`src/design/rpd_pkg.sv`:
```
`timescale 1ns / 1ps
// ----------------------------------------------------------------------------
// rpd_pkg: shared types and constants of the random permutation drawer
// widths of the pool, the draw counters and the serial remainder unit
// ----------------------------------------------------------------------------
package rpd_pkg;

    localparam int MAX_COUNT = 1024;
    localparam int POS_W     = $clog2(MAX_COUNT);
    localparam int CNT_W     = POS_W + 1;
    localparam int CFG_W     = 11;
    localparam int WORD_W    = 31;
    localparam int BITCNT_W  = $clog2(WORD_W);
    localparam int LANES     = 4;
    localparam int LANE_W    = $clog2(LANES);
    localparam int ROWS      = MAX_COUNT / LANES;
    localparam int ROW_W     = POS_W - LANE_W;

    typedef logic [LANES-1:0][POS_W-1:0] row_t;

    typedef struct packed {
        logic [ROW_W-1:0] rd_row;
        logic             wr_en;
        logic [ROW_W-1:0] wr_row;
        row_t             wr_data;
        logic             clear;
    } pool_req_t;

    typedef enum logic [4:0] {
        ST_IDLE    = 5'b00001,
        ST_DIV     = 5'b00010,
        ST_RD_TAIL = 5'b00100,
        ST_RD_IDX  = 5'b01000,
        ST_WRITE   = 5'b10000
    } draw_state_t;

    // row contents when the pool holds the identity
    function automatic row_t identity_row(input logic [ROW_W-1:0] row);
        row_t r;
        for (int j = 0; j < LANES; j++)
        begin
            r[j] = {row, LANE_W'(j)};
        end
        return r;
    endfunction

endpackage

```
`src/design/rpd_mod_serial.sv`:
```
`timescale 1ns / 1ps
// ----------------------------------------------------------------------------
// rpd_mod_serial: bit-serial remainder unit
// restoring remainder of the random word by the live pool size, one bit a cycle
// ----------------------------------------------------------------------------
module rpd_mod_serial (
    input  logic                      clk,
    input  logic                      rst_n,
    input  logic                      start,
    input  logic [rpd_pkg::WORD_W-1:0] word,
    input  logic [rpd_pkg::CNT_W-1:0]  divisor,
    output logic                      done,
    output logic [rpd_pkg::CNT_W-1:0]  remainder
);
    import rpd_pkg::*;

    logic                busy_reg;
    logic                done_reg;
    logic [BITCNT_W-1:0] cnt_reg;
    logic [WORD_W-1:0]   word_reg;
    logic [CNT_W-1:0]    rem_reg;
    logic [CNT_W-1:0]    rem_next;
    logic [CNT_W-1:0]    div_reg;
    logic [CNT_W:0]      trial;
    logic [CNT_W:0]      diff;

    // shift the next word bit into the partial remainder
    assign trial = {rem_reg, word_reg[WORD_W-1]};
    assign diff  = trial - {1'b0, div_reg};

    always_comb
    begin
        if (trial >= {1'b0, div_reg})
        begin
            rem_next = diff[CNT_W-1:0];
        end
        else
        begin
            rem_next = trial[CNT_W-1:0];
        end
    end

    always_ff @(posedge clk or negedge rst_n)
    begin
        if (!rst_n)
        begin
            busy_reg <= 1'b0;
            done_reg <= 1'b0;
            cnt_reg  <= '0;
        end
        else
        begin
            done_reg <= 1'b0;
            if (start)
            begin
                busy_reg <= 1'b1;
                cnt_reg  <= BITCNT_W'(WORD_W - 1);
            end
            else if (busy_reg)
            begin
                if (cnt_reg == '0)
                begin
                    busy_reg <= 1'b0;
                    done_reg <= 1'b1;
                end
                else
                begin
                    cnt_reg <= cnt_reg - 1'b1;
                end
            end
        end
    end

    always_ff @(posedge clk)
    begin
        if (start)
        begin
            word_reg <= word;
            div_reg  <= divisor;
            rem_reg  <= '0;
        end
        else if (busy_reg)
        begin
            word_reg <= {word_reg[WORD_W-2:0], 1'b0};
            rem_reg  <= rem_next;
        end
    end

    assign done      = done_reg;
    assign remainder = rem_reg;

endmodule

```
`config.mk`:
```
export PLATFORM = sky130hd
export DESIGN_NAME = rpd_mod_serial
export DESIGN_NICKNAME = d
export VERILOG_FILES = /design/src/design/rpd_pkg.sv /design/src/design/rpd_mod_serial.sv
export SDC_FILE = /design/constraint.sdc
export NUM_CORES = 1
export LEC_CHECK = 0
export BUFFER_PORTS_ARGS = -buffer_cell sky130_fd_sc_hd__buf_4
export CORE_UTILIZATION = 40
export DETAILED_ROUTE_END_ITERATION = 8
export PLACE_DENSITY = 0.69
export SYNTH_ARGS = -nofsm -noshare
export SYNTH_HDL_FRONTEND = slang
export SYNTH_SLANG_ARGS = --single-unit
```
`constraint.sdc`:
```
create_clock -name clk -period 2.5 [get_ports clk]
set_input_delay 0.5 -clock clk [delete_from_list [all_inputs] [get_ports clk]]
set_output_delay 0.5 -clock clk [all_outputs]
set_load 0.01 [all_outputs]
```
; Word-level counts from Yosys, hierarchy flattened
; Index checks and enable logic that the tools add are counted.
[totals]
latchBits = 0
mem_count = 0
ff_bits = 60
inputBits = 45
mem_bits_rw = 0
romBits = 0
out_inout_bits = 12
[op_classes]
n_addsub = 2
bitwise = 0
div = 0
shift = 0
reduce_logical = 3
magnitude_cmp = 1
mul = 0
n_eq_ne = 1
mux = 12
[ops]
columns = operator, count
row1 = 2-to-1 mux 31 bit, 2
row2 = 2-to-1 mux 5 bit, 3
row3 = greater-or-equal comparator 12 x 11 -> 1 bit, 1
row4 = 2-to-1 mux 11 bit, 1
row5 = subtractor 11 bit, 1
row6 = 2-to-1 mux 1 bit, 6
row7 = zero test 5 bit, 1
row8 = subtractor 5 x 1 -> 5 bit (second input constant), 1
row9 = inequality test 2 bit (second input constant), 1
row10 = AND reduction 2 bit, 1
row11 = nonzero test 2 bit, 1

; Logic depth before layout (Yosys ltp)
; Gate-level depths: netlist of the first run.
[logic_depth]
ltp_word = 4
mapped_depth = 10

; Worst setup path before layout of the first run
; Ideal clock, no wire load.
[synth_timing]
path_kind = reg-to-reg
from = reg word_reg[30]
to = reg rem_reg[1], in the netlist remainder[1]
path_buffers = 0
required_ns = 2.418
period_less_slack_ns = 2.117
path_stages_with_launch = 10
arrival_time_ns = 2.034
slack_ns = 0.383
setup_ns = 0.082
cell_sequence = edfxtp_1 -> inv_1 -> ha_1 -> fa_1 -> nand2b_1 -> a21oi_1 -> o211a_1 -> o2111a_2 -> or4_1 -> o221ai_1
[synth_between]
elab_chain_cells = 2
elab_cells_between_ends = 3
[synth_rtl]
columns = item, line_no
row1 = from (decl), rpd_mod_serial.sv:20  ; logic [WORD_W-1:0] word_reg;
row2 = from (signal assigned), rpd_mod_serial.sv:78  ; word_reg <= word;
row3 = from (signal assigned), rpd_mod_serial.sv:84  ; word_reg <= {word_reg[WORD_W-2:0], 1'b0};
row4 = subtractor 11 bit / greater-or-equal comparator 12 x 11 -> 1 bit (equally long branches), "rpd_mod_serial.sv:29, rpd_mod_serial.sv:33"
row5 = 2-to-1 mux 11 bit *, rpd_mod_serial.sv:33  ; if (trial >= {1'b0, div_reg})
row6 = to (signal assigned), rpd_mod_serial.sv:85  ; rem_reg <= rem_next;
row7 = to (decl), rpd_mod_serial.sv:21  ; logic [CNT_W-1:0] rem_reg;
; Every way passes the cells marked *; elsewhere a longest branch is shown, timed or not.
; A chain may end at the register's enable or synchronous reset.

; Worst setup path after layout of the first run
[layout_timing]
from = reg word_reg[30]
to = reg rem_reg[0], in the netlist remainder[0]
; Same word-level chain as after synthesis.

==> results of run 1 <==
Yosys cell counts (2+ instances only):
library cell,number,area share (%)
edfxtp_1,42,41
nor4_1,2,0.40
o21bai_1,2,0.48
o21a_1,3,0.73
buf_2,4,0.65
ha_1,13,5.3
dfrtp_1,7,5.7
or3_1,2,0.40
nand2_1,7,0.85
a21oi_1,13,2.1
nand3_1,9,1.5
and3_1,2,0.40
nand4_1,2,0.40
xor2_1,2,0.57
nor3_1,2,0.32
mux2_2,30,11
o2111ai_1,2,0.57
inv_1,19,2.3
a311oi_1,7,2.0
a21o_1,2,0.48
nor2b_1,4,0.81
nor3b_1,2,0.48
clkbuf_1,8,0.97
dfxtp_1,11,7.1
nor2_1,19,2.3
nand2b_1,4,0.81
xnor2_1,4,1.1
or4_1,2,0.48
o21ai_0,12,1.9
power groups by stage:
stage	Clock (uW)	Sequential, uW	Combinational (uW)
4_1_cts	1070	1330	1090
5_1_grt	1110	1350	1250
6_report	1040	1330	1120
3_5_place_dp	0	1350	1080
2_1_floorplan	0	1330	735
3_3_place_gp	0	1340	1060
kinds of logic after synthesis:
kind of cell,Yosys count,synth area share (%)
and+or+nand+nor,63,10.6
buffers and inverters,32,4.16
DFF,60,53.5
xor gates and xnor gates,6,1.70
muxes,31,11.2
AOI/OAI and AO/OA,57,12.9
adders and majority gates,14,5.90
layout by cell type (no fill, tap or decap), types with 9 or more instances in the layout:
cell type,synthesis,routed
dfxtp_1,11,11
nand3_1,9,9
edfxtp_1,42,42
ha_1,13,13
o21ai_0,12,12
clkbuf_8,0,9
buf_4,1,60
mux2_2,30,30
inv_1,19,19
a21oi_1,13,11
nor2_1,19,19
metrics by stage:
| step | power, uW | instance area, um2 | std cells |
|---|---|---|---|
| floorplan | 2070 | 3100 | 263 |
| finish | 3490 | 3900 | 427 |
| detailed placement | 2430 | 3630 | 410 |
| CTS | 3480 | 3880 | 427 |
| global placement | 2400 | 3630 | 410 |
| global route | 3710 | 3900 | 427 |
final cells by class:
cell class / count / area [um2] / area share [%]
repair buffers: 62 / 480 / 12.3
well taps: 99 / 124 / 3.18
multi-input cells: 171 / 1330 / 34.0
clock inverters: 7 / 115 / 2.95
clock buffers: 9 / 124 / 3.18
flip-flops and latches: 60 / 1660 / 42.5
inverters: 19 / 71.3 / 1.83
layer usage:
metal	vias to the layer above	wire length [um]	track usage, %
met5	-	0	0
met2	54	2760	24.8
met4	0	67	6.59
li1	1107	-	-
met1	1077	2970	22.9
met3	5	364	5.08
final timing paths:
path                       slack (ns)                         to  cells past startpoint
setup / recovery                 0.18  remainder[0]$_SDFFE_PP0P_                     10
hold / removal                   0.35       div_reg[8]$_DFFE_PP_                      1
setup reg to reg                 0.18  remainder[0]$_SDFFE_PP0P_                     10
hold reg to reg                  0.53  remainder[9]$_SDFFE_PP0P_                      2
max in group asynchronous        1.84     cnt_reg[1]$_DFFE_PN0P_                      2
min in group asynchronous        0.53     cnt_reg[0]$_DFFE_PN0P_                      2
what timing repair did:
action,4_1_cts,5_1_grt
gates resized for setup,0,3
endpoints found under the hold margin,7,0
hold buffers,1,0
setup endpoints to repair,0,10
==> flow_metrics.env, run 1 <==
export IMPL_leakagePower_uw=0.00163
export IMPL_cp_required_ns=2.74
export IMPL_die_h_um=90.0
export IMPL_post_place_ws_ns=0.159
export IMPL_initial_core_util_pct=42.0
export IMPL_status="finished clean"
export IMPL_first_pass_iters=4
export IMPL_rows=31
export IMPL_path_cells="inv_1, ha_1, fa_1, nand2b_4, a21oi_2, o211a_1, o2111ai_1, buf_4, a21o_1, a311oi_1"
export IMPL_core_area_mm2=0.00737
export IMPL_crit_path_max_incr_delay_ns=0.40
export IMPL_ys_types=54
export IMPL_final_util_pct=52.9
export IMPL_path_clk_slew_ns=0.07
export IMPL_fmax_mhz=432
export IMPL_wire_per_inst_um=14.4
export IMPL_cp_end_kind="register"
export IMPL_antenna_found_initial=0
export IMPL_relSlewSlack_pct=74.2
export IMPL_slew_violations=0
export IMPL_post_route_period_util_pct=92.6
export IMPL_synthArstFlopShare_pct=11.7
export IMPL_grt_pass1_vias=2218
export IMPL_startpoint_type="register"
export IMPL_h_tree_depth=3
export IMPL_synth_edff_count=42
export IMPL_rsz0062_at_grt="no"
export IMPL_largest_reg_flops=31
export IMPL_yosysSeqAreaShare_pct=53.5
export IMPL_grt_ovfl_total=0
export IMPL_insertion_delay_ns=0.32
export IMPL_finalSetupTns_ns=0
export IMPL_hold_viol=0
export IMPL_post_cts_buffers=0
export IMPL_hold_class="input port to register"
export IMPL_max_cap_viol_count=0
export IMPL_grt_pass1_wl_um=10800
export IMPL_syn_inst=263
export IMPL_p_sw_uw=1080
export IMPL_cts_made_buffers=9
export IMPL_ys_ff_latch=60
export IMPL_hold_ws_ns=0.346
export IMPL_finalClockSkew_ns=0.00601
export IMPL_pin_count=57
export IMPL_drc=0
export IMPL_synth_fp_nets=322
export IMPL_reg2reg_from="word_reg[30]$_DFFE_PP_"
export IMPL_path_delay_family="compound AO/OA/AOI/OAI gates"
export IMPL_fin_ws_ns=0.185
export IMPL_globalplace_congestion=0.803
export IMPL_avgSynthCellArea_um2=11.8
export IMPL_comb_power_share_pct=32.1
export IMPL_cts_root_buf="clkbuf_8"
export IMPL_antenna_left=0
export IMPL_cp_arrival_ns=2.55
export IMPL_drive_gt1_share_pct=34.1
export IMPL_synthesis_area_mm2=0.00310
export IMPL_grt_usage_pct=16.8
export IMPL_setup_violations=0
export IMPL_ir_drop_v=0.000603
export IMPL_finalWirelength_um=6160
export IMPL_area_delta_synth_final_pct=25.8
export IMPL_dieWidth_um=90.0
export IMPL_cts_tree="built"
export IMPL_numClockSinks=60
export IMPL_crit_slowest_cell="fa_1"
export IMPL_sw_frac_of_total_pct=30.9
export IMPL_critPathKind="register to register"
export IMPL_final_nets=382
export IMPL_viasPerCell=5.25
export IMPL_fillers=685
export IMPL_portBuffers=56
export IMPL_critPathBufInv=2
export IMPL_grt_max_degree=42
export IMPL_clockBufferDepth=2
export IMPL_dieArea_mm2=0.00810
export IMPL_layout_min_cycle_time_ns=2.32
export IMPL_power_density_mw_per_mm2=895
export IMPL_min_from="divisor[8]"
export IMPL_dp_hpwl_um=4430
export IMPL_p_int_uw=2410
export IMPL_cp_max_fo=12
export IMPL_diodes=0
export IMPL_drtIter0Drc=130
export IMPL_worst_pin_slew_ns=0.377
export IMPL_vias=2243
export IMPL_seqPwrFrac_pct=38.0
export IMPL_ys_flop_type="edfxtp_1"
export IMPL_p_clk_share_pct=29.9
export IMPL_yosysWarnings=0
export IMPL_crit_start="word_reg[30]$_DFFE_PP_"
(Power assumes the default switching activity.)
==> run 2: changes to the inputs <==
--- a/config.mk
+++ b/config.mk
@@ -5,10 +5,12 @@
 export SDC_FILE = /design/constraint.sdc
 export NUM_CORES = 1
 export LEC_CHECK = 0
+export ABC_AREA = 1
 export BUFFER_PORTS_ARGS = -buffer_cell sky130_fd_sc_hd__buf_4
+export CAP_MARGIN = 20
 export CORE_UTILIZATION = 40
 export DETAILED_ROUTE_END_ITERATION = 8
-export PLACE_DENSITY = 0.69
+export PLACE_DENSITY = 0.68
 export SYNTH_ARGS = -nofsm -noshare
 export SYNTH_HDL_FRONTEND = slang
 export SYNTH_SLANG_ARGS = --single-unit
==> run 2 against run 1 <==
Against the previous run: setup slack gained 0.17 ns; clock skew grew 0.0031 ns; power shrank 6.3%; register-to-register slack gained 0.17 ns; critical path type unchanged; wire length grew 10%; highest routed layer unchanged; combinational power grew 9%; sequential cell count is the same; sequential share of layout area shrank 1.0 points; die area grew 6.2%; final cell count grew 33%; clock power shrank 27%.
==> flow_metrics.env, run 2 <==
export IMPL_ys_types=31
export IMPL_fillers=777
export IMPL_yosysTopAreaCell="edfxtp_1"
export IMPL_initial_core_util_pct=42.0
export IMPL_hold_class="input port to register"
export IMPL_first_pass_iters=4
export IMPL_post_cts_buffers=0
export IMPL_die_h_um=92.8
export IMPL_ctsResizeCount=0
export IMPL_insertion_delay_ns=0.33
export IMPL_grt_usage_pct=17.2
export IMPL_final_common_cell="nand2_1"
export IMPL_synthXorXnorAreaFrac_pct=0.798
export IMPL_cp_arrival_ns=2.35
export IMPL_dieWidth_um=92.8
export IMPL_use_met3_pct=4.35
export IMPL_final_nets=521
export IMPL_slew_violations=0
export IMPL_fmax_mhz=466
export IMPL_synthTopCellsByArea="edfxtp_1 (38%), nand2_1 (19%), dfxtp_1 (6.7%), inv_1 (6.2%), dfrtp_1 (5.3%)"
export IMPL_crit_slowest_cell="fa_1"
export IMPL_synthMuxAreaShare_pct=0
export IMPL_post_route_period_util_pct=85.9
export IMPL_cp_end_kind="register"
export IMPL_finalWirelength_um=6780
export IMPL_synth_compound_area_share_pct=2.47
export IMPL_grt_ovfl_total=0
export IMPL_largest_reg_flops=31
export IMPL_startpoint_type="register"
export IMPL_synth_common_cells="nand2_1 (168), inv_1 (54), edfxtp_1 (42)"
export IMPL_use_met1_pct=23.4
export IMPL_yosys_cell_count_top_type="nand2_1"
export IMPL_wire_per_inst_um=11.9
export IMPL_cts_made_buffers=9
export IMPL_cp_required_ns=2.70
export IMPL_ir_drop_v=0.000413
export IMPL_grt_pass1_wl_um=11600
export IMPL_globalplace_congestion=0.832
export IMPL_yosysSeqAreaShare_pct=50.3
export IMPL_viasPerCell=4.74
export IMPL_setup_violations=0
export IMPL_vias=2696
export IMPL_path_delay_family="simple AND/OR/NAND/NOR gates"
export IMPL_rsz0062_at_grt="no"
export IMPL_synth_edff_count=42
export IMPL_ys_ff_latch=60
export IMPL_finalClockSkew_ns=0.00915
export IMPL_fin_ws_ns=0.354
export IMPL_numClockSinks=60
export IMPL_path_cells="ha_1, fa_1, inv_1, nand3_1, nand3_1, nand2_2, nand3_2, nand2_1, nand3_1, o21ai_0"
export IMPL_yosysWarnings=0
export IMPL_antenna_left=0
export IMPL_use_met2_pct=27.5
export IMPL_power_density_mw_per_mm2=819
export IMPL_h_tree_depth=3
export IMPL_dieArea_mm2=0.00860
export IMPL_drtIter0Drc=90
export IMPL_rows=32
export IMPL_ys_flop_type="edfxtp_1"
export IMPL_pin_count=57
export IMPL_diodes=0
export IMPL_drive_gt1_share_pct=21.4
export IMPL_synthArstFlopShare_pct=11.7
export IMPL_finalSetupTns_ns=0
export IMPL_synthAdderAreaFrac_pct=5.55
export IMPL_worst_pin_slew_ns=0.453
export IMPL_cp_max_fo=12
export IMPL_dp_hpwl_um=4890
export IMPL_post_place_ws_ns=0.375
export IMPL_grt_pass1_vias=2513
export IMPL_clockBufferDepth=2
export IMPL_cts_tree="built"
export IMPL_relSlewSlack_pct=69.8
export IMPL_core_area_mm2=0.00785
export IMPL_synthesis_area_mm2=0.00329
export IMPL_path_common_cell="nand3_1"
export IMPL_drc=0
export IMPL_hold_viol=0
export IMPL_path_clk_slew_ns=0.06
export IMPL_leakagePower_uw=0.00207
export IMPL_yosys_area_share_simple_pct=31.6
export IMPL_crit_path_max_incr_delay_ns=0.41
export IMPL_layout_common_cells="nand2_1 (168), buf_4 (62), inv_1 (54)"
export IMPL_area_delta_synth_final_pct=21.2
export IMPL_status="finished clean"
export IMPL_syn_inst=400
export IMPL_avgSynthCellArea_um2=8.24
export IMPL_synth_top_family_by_area="simple AND/OR/NAND/NOR gates"
export IMPL_synth_fp_nets=459
export IMPL_cts_root_buf="clkbuf_8"
export IMPL_critPathBufInv=1
export IMPL_busiest_layer="met2"
export IMPL_critPathKind="register to register"
export IMPL_antenna_found_initial=0
export IMPL_portBuffers=56
export IMPL_synth_top_area_share_pct=38.3
export IMPL_max_cap_viol_count=0
export IMPL_grt_max_degree=37
export IMPL_layout_min_cycle_time_ns=2.15
==> run 2: cell families after synthesis <==
family                     after synthesis
and+or+nand+nor                        235
buffers and inverters                   74
xor gates and xnor gates                 3
DFF                                     60
adders and majority gates               14
AOI/OAI and AO/OA                       14
==> run 2: final timing paths <==
| path | startpoint | to | slack (ns) | cells after the start |
|---|---|---|---|---|
| hold / removal | divisor[0] | div_reg[0]$_DFFE_PP_ | 0.35 | 1 |
| hold reg to reg | cnt_reg[4]$_DFFE_PN0P_ | cnt_reg[4]$_DFFE_PN0P_ | 0.50 | 2 |
| min in group asynchronous | rst_n | done$_DFF_PN0_ | 0.52 | 2 |
| setup reg to reg | div_reg[0]$_DFFE_PP_ | remainder[0]$_SDFFE_PP0P_ | 0.35 | 10 |
| max in group asynchronous | rst_n | busy_reg$_DFF_PN0_ | 1.86 | 2 |
| setup / recovery | div_reg[0]$_DFFE_PP_ | remainder[0]$_SDFFE_PP0P_ | 0.35 | 10 |
==> run 2: area by class of cell <==
type | instances | area, um2 | share of cell area (%)
Inverter | 62 | 233 | 5.83
Multi-Input combinational cell | 266 | 1330 | 33.3
Clock inverter | 3 | 12.5 | 0.313
Sequential cell | 60 | 1660 | 41.5
Tap cell | 102 | 128 | 3.20
Clock buffer | 13 | 159 | 3.98
Timing Repair Buffer | 63 | 475 | 11.9
==> run 2: routing by layer <==
layer | routed length, um | vias up
met4 | 23 | 0
met5 | 0 | -
met2 | 3180 | 63
li1 | - | 1394
met3 | 314 | 4
met1 | 3260 | 1235
==> run 2: report_power, final <==
| group | internal (uW) | switching (uW) |
|---|---|---|
| Combinational | 511 | 708 |
| Clock | 406 | 350 |
| Sequential | 1200 | 93.4 |
| Total | 2120 | 1150 |
==> run 2: timing repair <==
| item | in CTS | in global routing |
|---|---|---|
| endpoints found under the setup margin | 0 | 0 |
| hold buffers | 1 | 0 |
| hold endpoints to repair | 7 | 0 |
==> run 2: per-stage QoR <==
stage	cells	utilization, %	instance area, um2	power [uW]	hold WS, ns
after floorplan	400	-	3290	2190	0.204
after global placement	552	48.6	3810	2510	0.318
after detailed placement	552	48.6	3810	2520	0.319
after CTS	569	50.9	3990	3300	0.330
after global routing	569	50.9	3990	3510	0.330
final	569	50.9	3990	3270	0.348
